### config.mk
export PLATFORM = sky130hd
export DESIGN_NAME = chrb_ctrl
export DESIGN_NICKNAME = d
export VERILOG_FILES = /design/src/chrb_pkg.sv /design/src/chrb_ctrl.sv
export SDC_FILE = /design/constraint.sdc
export NUM_CORES = 1
export LEC_CHECK = 0
export ABC_AREA = 1
export BUFFER_PORTS_ARGS = -buffer_cell sky130_fd_sc_hd__buf_2
export CORE_MARGIN = 2
export CORE_UTILIZATION = 42
export CTS_CLUSTER_DIAMETER = 50
export DETAILED_ROUTE_END_ITERATION = 10
export PLACE_DENSITY = 0.79
export SYNTH_ARGS = -nofsm -noshare
export SYNTH_HDL_FRONTEND = slang
export SYNTH_SLANG_ARGS = --single-unit
### constraint.sdc
create_clock -name clk -period 1.2 [get_ports clk]
set_input_delay 0.12 -clock clk [delete_from_list [all_inputs] [get_ports clk]]
set_output_delay 0.12 -clock clk [all_outputs]
set_load 0.02 [all_outputs]
### src/chrb_pkg.sv
package chrb_pkg;

	localparam int HISTORY_DEPTH_DEF = 32;
	localparam int LINE_BYTES_DEF    = 64;

	typedef enum logic [1:0] {
		OP_PUSH = 2'd0,
		OP_UP   = 2'd1,
		OP_DOWN = 2'd2,
		OP_NONE = 2'd3
	} op_t;

	typedef enum logic [2:0] {
		ST_IDLE,
		ST_CHAR,
		ST_ACT,
		ST_COPY_H,
		ST_COPY_D,
		ST_LEN,
		ST_LOAD,
		ST_SEND
	} state_t;

	typedef struct packed {
		logic accept;
		logic stage;
		logic clear_stg;
		logic push_end;
		logic push_commit;
		logic up_enter;
		logic up_step;
		logic down_step;
		logic down_exit;
		logic copy_hist;
		logic copy_draft;
		logic load;
		logic send;
		logic emit_refuse;
		logic emit_empty;
	} cmd_t;

	typedef struct packed {
		logic char_ok;
		logic browsing;
		logic dist_zero;
		logic count_zero;
		logic at_oldest;
		logic stg_empty;
		logic is_repeat;
		logic sweep_done;
		logic n_zero;
	} sts_t;

endpackage

### src/chrb_ctrl.sv
module chrb_ctrl (
	input  logic           clk,
	input  logic           arst_n,
	input  logic           start,
	input  logic [1:0]     opcode,
	input  logic           last,
	input  chrb_pkg::sts_t sts,
	output chrb_pkg::cmd_t cmd,
	output logic           busy
);
	import chrb_pkg::*;

	state_t state_q, state_d;
	op_t    op_q;
	logic   last_q;

	always_ff @(posedge clk or negedge arst_n) begin
		if (!arst_n) begin
			state_q <= ST_IDLE;
			op_q    <= OP_NONE;
			last_q  <= 1'b0;
		end else begin
			state_q <= state_d;
			if (cmd.accept) begin
				op_q   <= op_t'(opcode);
				last_q <= last;
			end
		end
	end

	always_comb begin
		state_d = state_q;
		cmd     = '0;
		busy    = (state_q != ST_IDLE);
		case (state_q)
			ST_IDLE: begin
				if (start) begin
					cmd.accept = 1'b1;
					case (op_t'(opcode))
						OP_DOWN: begin
							if (!sts.browsing) begin
								cmd.emit_refuse = 1'b1;
							end else if (sts.dist_zero) begin
								cmd.down_exit = 1'b1;
								state_d = ST_LEN;
							end else begin
								cmd.down_step = 1'b1;
								state_d = ST_LEN;
							end
						end
						OP_PUSH, OP_UP: begin
							if (sts.char_ok) state_d = ST_CHAR;
							else if (last) state_d = ST_ACT;
						end
						default: ;
					endcase
				end
			end
			ST_CHAR: begin
				cmd.stage = 1'b1;
				state_d = last_q ? ST_ACT : ST_IDLE;
			end
			ST_ACT: begin
				cmd.clear_stg = 1'b1;
				state_d = ST_IDLE;
				if (op_q == OP_PUSH) begin
					cmd.push_end = 1'b1;
					if (!sts.stg_empty && !sts.is_repeat) begin
						cmd.push_commit = 1'b1;
						state_d = ST_COPY_H;
					end
				end else if (sts.count_zero || (sts.browsing && sts.at_oldest)) begin
					cmd.emit_refuse = 1'b1;
				end else if (sts.browsing) begin
					cmd.up_step = 1'b1;
					state_d = ST_LEN;
				end else begin
					// first up: staged line becomes the draft
					cmd.up_enter = 1'b1;
					state_d = ST_COPY_D;
				end
			end
			ST_COPY_H: begin
				cmd.copy_hist = 1'b1;
				if (sts.sweep_done) state_d = ST_IDLE;
			end
			ST_COPY_D: begin
				cmd.copy_draft = 1'b1;
				if (sts.sweep_done) state_d = ST_LEN;
			end
			ST_LEN: begin
				state_d = ST_LOAD;
			end
			ST_LOAD: begin
				cmd.load = 1'b1;
				state_d = ST_SEND;
			end
			ST_SEND: begin
				if (sts.n_zero) begin
					cmd.emit_empty = 1'b1;
					state_d = ST_IDLE;
				end else begin
					cmd.send = 1'b1;
					if (sts.sweep_done) state_d = ST_IDLE;
				end
			end
			default: state_d = ST_IDLE;
		endcase
	end

endmodule

==> results.py, run 1 <==
metrics = {
    "global_routing": {
        "antenna_found_initial": 0,
        "grt_pass1_wl_um": 3130,
        "grt_max_degree": 7,
        "grt_overflow": 0,
        "grt_pass1_vias": 722,
        "grt_usage": 0.300,
    },
    "worst_hold_path": {
        "holdPathStages": 3,
        "hold_path_class": "input port to flop",
    },
    "layout": {
        "diodes": 0,
        "fin_nets": 162,
        "fin_cells": 161,
        "drive_above_1_share": 0.616,
        "area_delta_synth_final_pct": 114,
        "final_cell_area_sq_um": 1210,
    },
    "sta": {
        "setup_viol": 22,
        "relSlewSlack": 0.763,
        "min_period_ns": 1.62,
        "clock_skew_ns": 0.00721,
        "max_freq_mhz": 617,
        "finalMaxSlewViolations": 0,
        "whs_ns": 0.169,
        "rsz0062_at_grt": "yes",
        "timing.final.ws_setup_ns": -0.421,
        "hold_violations": 0,
        "tightest_slew_ns": 0.356,
        "fin_crit_sh": 1.35,
    },
    "synthesis": {
        "synth_nets": 106,
        "yosysSeqAreaShare": 0.271,
        "avgSynthCellArea_sq_um": 6.19,
        "synthCells": 91,
        "synth-seq-cells": 6,
        "synth.cell_area_sq_um": 563,
        "ys_warn_count": 0,
        "synth_cell_types": 21,
    },
    "power": {
        "vdd_ir_drop_max_mv": 1.86,
        "finalPower_mw": 2.85,
        "p_per_area_nw_per_um2": 2360,
        "p_leak_nw": 0.600,
    },
    "floorplanning": {
        "fp-row-count": 13,
        "die-width_um": 40.6,
        "ios": 31,
        "die-area_sq_um": 1650,
        "core_area_sq_um": 1270,
        "fp.dieH_um": 40.6,
        "start_util": 0.444,
    },
    "critical_path": {
        "crit_type": "flop to output port",
        "cp.required_ns": 1.08,
        "cp-start-kind": "flop",
        "worst-r2r-setup-slack_ns": -0.26,
        "critPathMaxFanout": 3,
        "critPathCaptureType": "output port",
        "rr_worst_depth": 8,
        "cp.arrival_ns": 1.50,
    },
    "drt": {
        "drt_first_pass_iters": 4,
        "drt_wl_total_um": 3170,
        "drc": 0,
        "vias": 979,
        "dr.first_iter.drc_count": 47,
        "ant_nets": 0,
        "viasPerCell": 6.08,
        "wire_per_inst_um": 19.7,
    },
    "placed_design": {
        "dpl.hpwl_um": 1260,
        "place_inst": 146,
        "io_buffers": 30,
        "placed_area_sq_um": 876,
        "place_congestion": 0.796,
    },
    "clock_tree": {
        "cts_sinks": 6,
        "cts_inserted_buffers": 3,
        "clockBufferDepth": 2,
        "root_buffer": "clkbuf_4",
        "clk_pin_slew_ns": 0.05,
        "cts_tree": "yes",
        "clock_latency_ns": 0.25,
        "h-tree-depth": 1,
    },
    "outcome": {
        "violations": "negative setup slack",
        "status": "complete, but fails checks",
    },
    "flow_run": {
        "maxCapViolations": 0,
    },
}
-- routing by layer --
| layer | up-vias | global-route usage | wire (um) | share of wire |
|---|---|---|---|---|
| met2 | 97 | 0.603 | 1530 | 0.48 |
| met5 | - | 0 | 0 | 0 |
| li1 | 393 | - | - | - |
| met4 | 0 | 0.0750 | 279 | 0.088 |
| met1 | 447 | 0.311 | 1050 | 0.33 |
| met3 | 42 | 0.0543 | 313 | 0.099 |
-- path summary, 6_finish.rpt --
check,startpoint,endpoint
setup reg to reg,state_q[1]$_DFFE_PN0P_,state_q[1]$_DFFE_PN0P_
hold / removal,opcode[0],op_q[0]$_DFFE_PN1P_
setup / recovery,state_q[1]$_DFFE_PN0P_,cmd[6]
min in group asynchronous,arst_n,state_q[0]$_DFFE_PN0P_
max in group asynchronous,arst_n,op_q[1]$_DFFE_PN1P_
hold reg to reg,op_q[1]$_DFFE_PN1P_,op_q[1]$_DFFE_PN1P_
-- cell families after synthesis --
kind of cell | Yosys count | share of synthesized area
AND/OR/NAND/NOR | 59 | 0.522
flip-flops | 6 | 0.271
AO/OA/AOI/OAI | 8 | 0.0711
buffers and inverters | 18 | 0.136
-- worst max-delay path, stage by stage (launching register included) --
cell and delay (ns):
dfrtp_2 0.42, nor2_4 0.15, nand2_4 0.08, clkinv_4 0.07
nand2_8 0.06, inv_8 0.07, nand2_8 0.06, nor3b_4 0.20
buf_6 0.14
-- through the flow --
step           TNS, ns  utilization  worst slack [ns]
2_1_floorplan   -0.593            -            -0.186
3_3_place_gp    -0.250        0.690           -0.0920
3_5_place_dp    -0.389        0.690            -0.124
4_1_cts          -3.86        0.873            -0.344
5_1_grt          -6.45        0.952            -0.456
6_report         -5.37        0.952            -0.421
-- where the power goes --
group | leakage [nW] | switching (mW) | total (mW) | internal [mW]
clock | 0.0150 | 0.0792 | 0.205 | 0.126
sequential | 0.0686 | 0.0878 | 0.414 | 0.327
combinational | 0.517 | 1.30 | 2.23 | 0.938
total | 0.600 | 1.46 | 2.85 | 1.39
-- state kept, by name (all words and copies together), names as in the netlist --
| register | cells |
|---|---|
| last_q | 1 |
| state_q | 3 |
| op_q | 2 |
-- layout by cell type (no fill, tap or decap), types with 3 or more instances in the layout --
cell type / n
nand2_2: 3
nand3_1: 7
a21oi_1: 3
inv_2: 3
buf_2: 14
inv_1: 10
clkbuf_4: 3
nand2_1: 14
nor2_4: 8
dfrtp_1: 3
buf_4: 18
nor2_1: 11
nand3_4: 3
buf_6: 19
-- cell type report --
| cell class | count | area, sq um |
|---|---|---|
| inverter | 17 | 81.3 |
| multi-input combinational | 67 | 498 |
| sequential | 6 | 154 |
| fill | 38 | 61.3 |
| timing repair buffer | 52 | 429 |
| clock buffer | 4 | 26.3 |
| tap | 15 | 18.8 |
-- synth_stat cells --
cell type | number | area (sq um)
nand2_1 | 18 | 67.6
nor2_1 | 16 | 60.1
inv_1 | 12 | 45.0
nand3_1 | 10 | 50.1
o21ai_0 | 5 | 25.0
dfrtp_1 | 4 | 100
inv_2 | 4 | 15.0
a21oi_1 | 3 | 15.0
nor2_2 | 3 | 18.8
nor3_1 | 3 | 15.0
dfstp_2 | 2 | 52.6
nand2_4 | 2 | 22.5
and2_1 | 1 | 6.26
buf_6 | 1 | 11.3
clkinv_2 | 1 | 5.00
nand2_2 | 1 | 6.26
nand3_2 | 1 | 10.0
nand3b_1 | 1 | 7.51
nand4_1 | 1 | 6.26
nor2_4 | 1 | 11.3
nor3b_2 | 1 | 12.5
-- repair_timing --
item,4_1_cts,5_1_grt
setup buffers,7,5
setup endpoints to repair,18,22
gates cloned,0,0
hold buffers,1,0
endpoints found under the hold margin,6,0
pin swaps,7,2
resized for setup,44,20
(Power assumes the default switching activity.)
==> run 2, diff against run 1 <==
- BUFFER_PORTS_ARGS: -buffer_cell sky130_fd_sc_hd__buf_2 -> -buffer_cell sky130_fd_sc_hd__buf_4
- HOLD_SLACK_MARGIN: unset -> 0.15
==> run 2 against run 1 <==
Effect of this change:
- the run now fails in global routing (5_1_grt)
- synthesized cell count is the same
- synthesized area is the same
==> results.py, run 2 <==
metrics = {
    "synthesis": {
        "ys_warn_count": 0,
        "synth_top_area_share": 0.178,
        "avgSynthCellArea_sq_um": 6.19,
        "synthCells": 91,
        "synth_cell_types": 21,
        "yosysSeqAreaShare": 0.271,
        "synthTopCellsByArea": "dfrtp_1 18%, nand2_1 12%, nor2_1 11%, dfstp_2 9.3%, nand3_1 8.9%",
        "synthFlopType": "dfrtp_1",
        "synth-seq-cells": 6,
        "synth_largest_area_cell": "dfrtp_1",
        "synth.cell_area_sq_um": 563,
        "synth_nets": 106,
        "synth-edff-count": 0,
        "yosys-top-cells-count": "18 x nand2_1, 16 x nor2_1, 12 x inv_1, 10 x nand3_1, 5 x o21ai_0",
        "ys_async_sr_fraction": 1.00,
        "synth.most_common_cell": "nand2_1",
    },
    "outcome": {
        "stop_error": "[ERROR DPL-0033] detailed placement checks failed during check placement.",
        "status": "did not finish",
        "stop_stage": "global routing (5_1_grt)",
    },
    "global_routing": {
        "grt_max_degree": 7,
        "antenna_found_initial": 0,
    },
    "placed_design": {
        "placed_area_sq_um": 981,
        "place_inst": 150,
        "dp_slack_ns": -0.105,
        "io_buffers": 30,
        "place_congestion": 0.731,
        "dpl.hpwl_um": 1350,
    },
    "floorplanning": {
        "ios": 31,
        "fp-row-count": 13,
        "die-width_um": 40.6,
        "start_util": 0.444,
        "fp.dieH_um": 40.6,
    },
    "clock_tree": {
        "root_buffer": "clkbuf_4",
        "clockBufferDepth": 2,
        "cts_inserted_buffers": 3,
        "cts_sinks": 6,
        "h-tree-depth": 1,
    },
    "sta": {
        "grt_repair_worst_endpoint": "cmd[6]",
        "endpoint_type": "primary output",
    },
}
run 2: cell counts after synthesis:
Identical to the previous run, type by type.
run 2: kinds of logic after synthesis:
family / synth area share
AOI/OAI and AO/OA: 0.0711
buffers and inverters: 0.136
and+or+nand+nor: 0.522
DFF: 0.271
run 2: timing repair:
action	in CTS
resized for setup	27
pin swaps	7
hold buffers	1
setup endpoints to repair	18
setup buffers	9
endpoints found under the hold margin	6
cloned	0
run 2: metrics by stage:
step	util	setup TNS [ns]
floorplan	-	-0.593
global placement	0.773	-0.364
detailed placement	0.773	-0.592
CTS	0.937	-4.26
==> run 3, diff against run 2 <==
- CORE_AREA: unset -> 2 2 63 65
- CORE_MARGIN: 2 -> unset
- CORE_UTILIZATION: 42 -> unset
- CTS_CLUSTER_DIAMETER: 50 -> unset
- DIE_AREA: unset -> 0 0 65 67
- HOLD_SLACK_MARGIN: 0.15 -> unset
- PLACE_DENSITY: 0.79 -> unset
- PLACE_DENSITY_LB_ADDON: unset -> 0.15
==> run 3 against run 2 <==
Effect of this change:
- the flow now finishes, with violations (negative setup slack)
==> results.py, run 3 (synthesis gave the netlist of run 1 again) <==
metrics = {
    "power": {
        "vdd_ir_drop_max_mv": 0.551,
        "finalPower_mw": 2.87,
        "p_leak_nw": 0.660,
        "p_per_area_nw_per_um2": 2130,
    },
    "sta": {
        "min_period_ns": 1.54,
        "fin_crit_sh": 1.28,
        "relSlewSlack": 0.839,
        "clock_skew_ns": 0.00246,
        "hold_violations": 0,
        "setup_viol": 20,
        "tightest_slew_ns": 0.241,
        "rsz0062_at_grt": "yes",
        "timing.final.ws_setup_ns": -0.335,
        "finalMaxSlewViolations": 0,
        "fin_tns_setup_ns": -4.64,
        "whs_ns": 0.153,
        "max_freq_mhz": 651,
    },
    "floorplanning": {
        "ios": 31,
        "start_util": 0.156,
        "die-width_um": 65,
        "fp.dieH_um": 67,
        "fp-row-count": 22,
        "die-area_sq_um": 4360,
        "core_area_sq_um": 3610,
    },
    "layout": {
        "final_util": 0.374,
        "layout_common_cells": "41 x buf_4, 17 x buf_6, 15 x nand2_1",
        "drive_above_1_share": 0.630,
        "mostFrequentLayoutCell": "buf_4",
        "diodes": 0,
        "area_delta_synth_final_pct": 140,
        "final_cell_area_sq_um": 1350,
        "fin_nets": 170,
        "top_regs": "state_q: 3 flops, op_q: 2 flops, last_q: 1 flops",
        "regMostFlops": "state_q",
        "fin_cells": 202,
        "largest_reg_flops": 3,
    },
    "drt": {
        "wl_met2_um": 1070,
        "dr.first_iter.drc_count": 17,
        "drt_wl_total_um": 2040,
        "wire_per_inst_um": 10.1,
        "drc": 0,
        "vias": 774,
        "viasPerCell": 3.83,
        "top_layer": "met4",
        "ant_nets": 0,
        "wl_met1_um": 826,
        "drt_first_pass_iters": 4,
        "wl_met3_um": 129,
    },
    "placed_design": {
        "dpl.hpwl_um": 1520,
        "place_inst": 184,
        "dp_slack_ns": -0.112,
        "io_buffers": 30,
        "placed_area_sq_um": 1030,
        "place_congestion": 0.769,
    },
    "global_routing": {
        "antenna_found_initial": 0,
        "grt_pass1_wl_um": 3360,
        "grt_max_degree": 7,
        "grt_pass1_vias": 776,
        "grt_overflow": 0,
        "grt_usage": 0.100,
    },
    "clock_tree": {
        "clockBufferDepth": 2,
        "clock_latency_ns": 0.22,
        "clk_pin_slew_ns": 0.04,
        "cts_sinks": 6,
        "cts_inserted_buffers": 3,
        "h-tree-depth": 1,
        "cts_tree": "yes",
        "root_buffer": "clkbuf_8",
    },
    "critical_path": {
        "cp-start-kind": "flop",
        "critPathCaptureType": "output port",
        "crit_type": "flop to output port",
        "critPathMaxFanout": 3,
        "worst-r2r-setup-slack_ns": -0.23,
        "cp.arrival_ns": 1.42,
        "cp.required_ns": 1.08,
    },
    "flow_run": {
        "maxCapViolations": 0,
    },
    "worst_hold_path": {
        "hold_path_class": "input port to flop",
    },
    "outcome": {
        "status": "complete, but fails checks",
        "violations": "negative setup slack",
    },
}
[run 3: critical path, cell delays in order (launching register included)]
cell and delay [ns]:
dfrtp_1 0.41, nor2_4 0.16, nand2_4 0.07, clkinv_4 0.07, nand2_8 0.06, inv_8 0.06, nand2_8 0.05, nor3b_4 0.18
buf_6 0.14
[run 3: what timing repair did]
action,CTS,global route
endpoints found under the setup margin,19,19
pin swaps,7,4
resized for setup,29,15
endpoints found under the hold margin,6,0
setup buffers,9,5
hold buffers,1,0
cloned,0,0
[run 3: final cells by class]
type | count | area [sq um]
multi-input cells | 67 | 484
flip-flops and latches | 6 | 154
repair buffers | 60 | 524
well taps | 48 | 60.1
fillers | 395 | 2260
clock buffers | 4 | 45.0
inverters | 17 | 81.3
[run 3: path summary, 6_finish.rpt]
path,from,cells past startpoint,to
worst max-delay path,state_q[0]$_DFFE_PN0P_,8,cmd[6]
worst min register to register,op_q[1]$_DFFE_PN1P_,2,op_q[1]$_DFFE_PN1P_
max in group asynchronous,arst_n,2,op_q[0]$_DFFE_PN1P_
min in group asynchronous,arst_n,2,state_q[1]$_DFFE_PN0P_
worst max register to register,state_q[0]$_DFFE_PN0P_,10,state_q[1]$_DFFE_PN0P_
worst min-delay path,opcode[0],3,op_q[0]$_DFFE_PN1P_
[run 3: metal layers]
| layer | GRT usage | vias to the layer above |
|---|---|---|
| met4 | 0.0372 | 0 |
| met3 | 0.0270 | 2 |
| li1 | - | 410 |
| met2 | 0.171 | 25 |
| met5 | 0 | - |
| met1 | 0.119 | 337 |
[run 3: where the power goes]
group | total [mW] | switching [mW] | internal [mW]
Clock | 0.318 | 0.0893 | 0.229
Sequential | 0.411 | 0.0834 | 0.327
Combinational | 2.15 | 1.08 | 1.06
==> run 4, diff against run 3 <==
- ABC_AREA: 1 -> unset
==> run 4 against run 3 <==
Effect of this change:
- largest power group unchanged
- critical path depth decreased by 3
- die area is the same
- sequential power rose by 5.4%
- the flow still finishes with violations (negative setup slack)
==> results.py, run 4 <==
metrics = {
    "sta": {
        "rsz0062_at_grt": "yes",
        "hold_violations": 0,
        "fin_crit_sh": 1.32,
        "finalMaxSlewViolations": 0,
        "fin_tns_setup_ns": -5.36,
        "setup_viol": 22,
        "timing.final.ws_setup_ns": -0.380,
        "relSlewSlack": 0.838,
        "whs_ns": 0.144,
        "clock_skew_ns": 0.00377,
        "max_freq_mhz": 633,
        "tightest_slew_ns": 0.242,
        "min_period_ns": 1.58,
    },
    "global_routing": {
        "grt_usage": 0.0857,
        "grt_max_degree": 11,
        "grt_pass1_wl_um": 2800,
        "grt_pass1_vias": 626,
        "antenna_found_initial": 0,
        "grt_overflow": 0,
    },
    "synthesis": {
        "synthCells": 68,
        "synthTopCellsByArea": "dfrtp_1 19%, dfstp_2 10%, nor2_1 5.1%, mux2_1 4.4%, nand2_1 4.4%",
        "ys_async_sr_fraction": 1.00,
        "synth_cell_types": 34,
        "synth_top_area_share": 0.194,
        "synth-seq-cells": 6,
        "synth-edff-count": 0,
        "avgSynthCellArea_sq_um": 7.60,
        "synth.cell_area_sq_um": 517,
        "synth.most_common_cell": "nor2_1",
        "yosys-top-cells-count": "7 x nor2_1, 6 x nand2_1, 5 x inv_1, 4 x dfrtp_1, 4 x o21ai_0",
        "synth_nets": 83,
        "yosysSeqAreaShare": 0.295,
        "synthFlopType": "dfrtp_1",
        "synth_largest_area_cell": "dfrtp_1",
        "ys_warn_count": 0,
    },
    "critical_path": {
        "cp.arrival_ns": 1.46,
        "critPathCaptureType": "output port",
        "critPathMaxFanout": 4,
        "crit_type": "flop to output port",
        "cp.required_ns": 1.08,
        "cp-start-kind": "flop",
    },
    "placed_design": {
        "io_buffers": 30,
        "place_inst": 155,
        "place_congestion": 0.662,
        "dpl.hpwl_um": 1430,
        "placed_area_sq_um": 922,
    },
    "floorplanning": {
        "die-width_um": 65,
        "die-area_sq_um": 4360,
        "fp.dieH_um": 67,
        "fp-row-count": 22,
        "core_area_sq_um": 3610,
        "start_util": 0.143,
        "ios": 31,
    },
    "layout": {
        "diodes": 0,
        "fin_cells": 171,
        "drive_above_1_share": 0.675,
        "area_delta_synth_final_pct": 128,
        "final_cell_area_sq_um": 1180,
        "layout_common_cells": "39 x buf_4, 14 x buf_6, 5 x inv_1, 5 x nor2_1, 4 x nand2_1",
        "mostFrequentLayoutCell": "buf_4",
        "regMostFlops": "state_q",
        "largest_reg_flops": 3,
        "top_regs": "state_q: 3 flops, op_q: 2 flops, last_q: 1 flops",
        "fin_nets": 139,
        "fillers": 391,
    },
    "outcome": {
        "status": "complete, but fails checks",
        "violations": "negative setup slack",
    },
    "worst_hold_path": {
        "hold_path_class": "input port to flop",
    },
    "clock_tree": {
        "h-tree-depth": 1,
        "root_buffer": "clkbuf_8",
        "clk_pin_slew_ns": 0.04,
        "cts_tree": "yes",
        "clockBufferDepth": 2,
        "clock_latency_ns": 0.22,
        "cts_inserted_buffers": 3,
        "cts_sinks": 6,
    },
    "drt": {
        "dr.first_iter.drc_count": 20,
        "drt_wl_total_um": 1840,
        "vias": 673,
        "drc": 0,
        "drt_first_pass_iters": 4,
        "wire_per_inst_um": 10.7,
        "viasPerCell": 3.94,
        "ant_nets": 0,
    },
    "flow_run": {
        "maxCapViolations": 0,
    },
    "power": {
        "finalPower_mw": 2.43,
        "vdd_ir_drop_max_mv": 0.601,
        "p_leak_nw": 0.580,
        "p_per_area_nw_per_um2": 2060,
    },
}
==> run 4: repair_timing <==
item	CTS	global route
resized for setup	28	4
pin swaps	6	7
hold endpoints to repair	6	0
buffers inserted	10	4
setup endpoints to repair	21	22
hold buffers	1	0
==> run 4: area by class of cell <==
cell class                      instances  area [sq um]  share of cell area
Multi-Input combinational cell         52           432               0.367
Tap cell                               48          60.1              0.0510
Inverter                                7          26.3              0.0223
Clock buffer                            4          45.0              0.0383
Timing Repair Buffer                   54           460               0.391
Sequential cell                         6           154               0.131
==> run 4: worst max-delay path: stages (launching register included) <==
cell,delay [ns]
dfrtp_1,0.38
buf_6,0.13
nor3b_4,0.25
nand3b_1,0.21
nor2_4,0.14
buf_6,0.13
==> run 4: final timing paths <==
| path | cells after the start | slack [ns] | to | startpoint |
|---|---|---|---|---|
| max in group asynchronous | 2 | 0.76 | op_q[0]$_DFFE_PN1P_ | arst_n |
| min reg2reg | 1 | 0.57 | last_q$_DFFE_PN0P_ | last_q$_DFFE_PN0P_ |
| max | 5 | -0.38 | cmd[8] | state_q[0]$_DFFE_PN0P_ |
| max reg2reg | 6 | -0.33 | state_q[0]$_DFFE_PN0P_ | state_q[1]$_DFFE_PN0P_ |
| min | 2 | 0.14 | last_q$_DFFE_PN0P_ | last |
| min in group asynchronous | 2 | 0.24 | state_q[2]$_DFFE_PN0P_ | arst_n |
==> run 4: routing by layer <==
layer / routed length, um / vias to the layer above / global-route usage
met4: 17 / 0 / 0.0479
met1: 848 / 301 / 0.118
li1: - / 346 / -
met2: 855 / 24 / 0.122
met5: 0 / - / 0
met3: 116 / 2 / 0.0186
==> run 4: cells by family (layout without fill, tap and decap cells) <==
family / Yosys count / in the layout / synth area share
AO/OA/AOI/OAI: 17 / 17 / 0.213
multiplexers: 2 / 2 / 0.0436
flip-flops: 6 / 6 / 0.295
AND/OR/NAND/NOR: 33 / 33 / 0.368
buffers and inverters: 10 / 65 / 0.0799
==> run 4: stage by stage <==
stage	setup slack, ns	utilization
2_1_floorplan	-0.230	-
3_3_place_gp	-0.261	0.256
3_5_place_dp	-0.257	0.256
4_1_cts	-0.440	0.318
5_1_grt	-0.449	0.327
6_report	-0.380	0.327
==> run 4: report_power, final <==
part	internal (mW)	leakage [nW]	switching [mW]
sequential	0.333	0.0682	0.100
clock	0.229	0.0228	0.0913
combinational	0.938	0.489	0.734
total	1.50	0.580	0.926
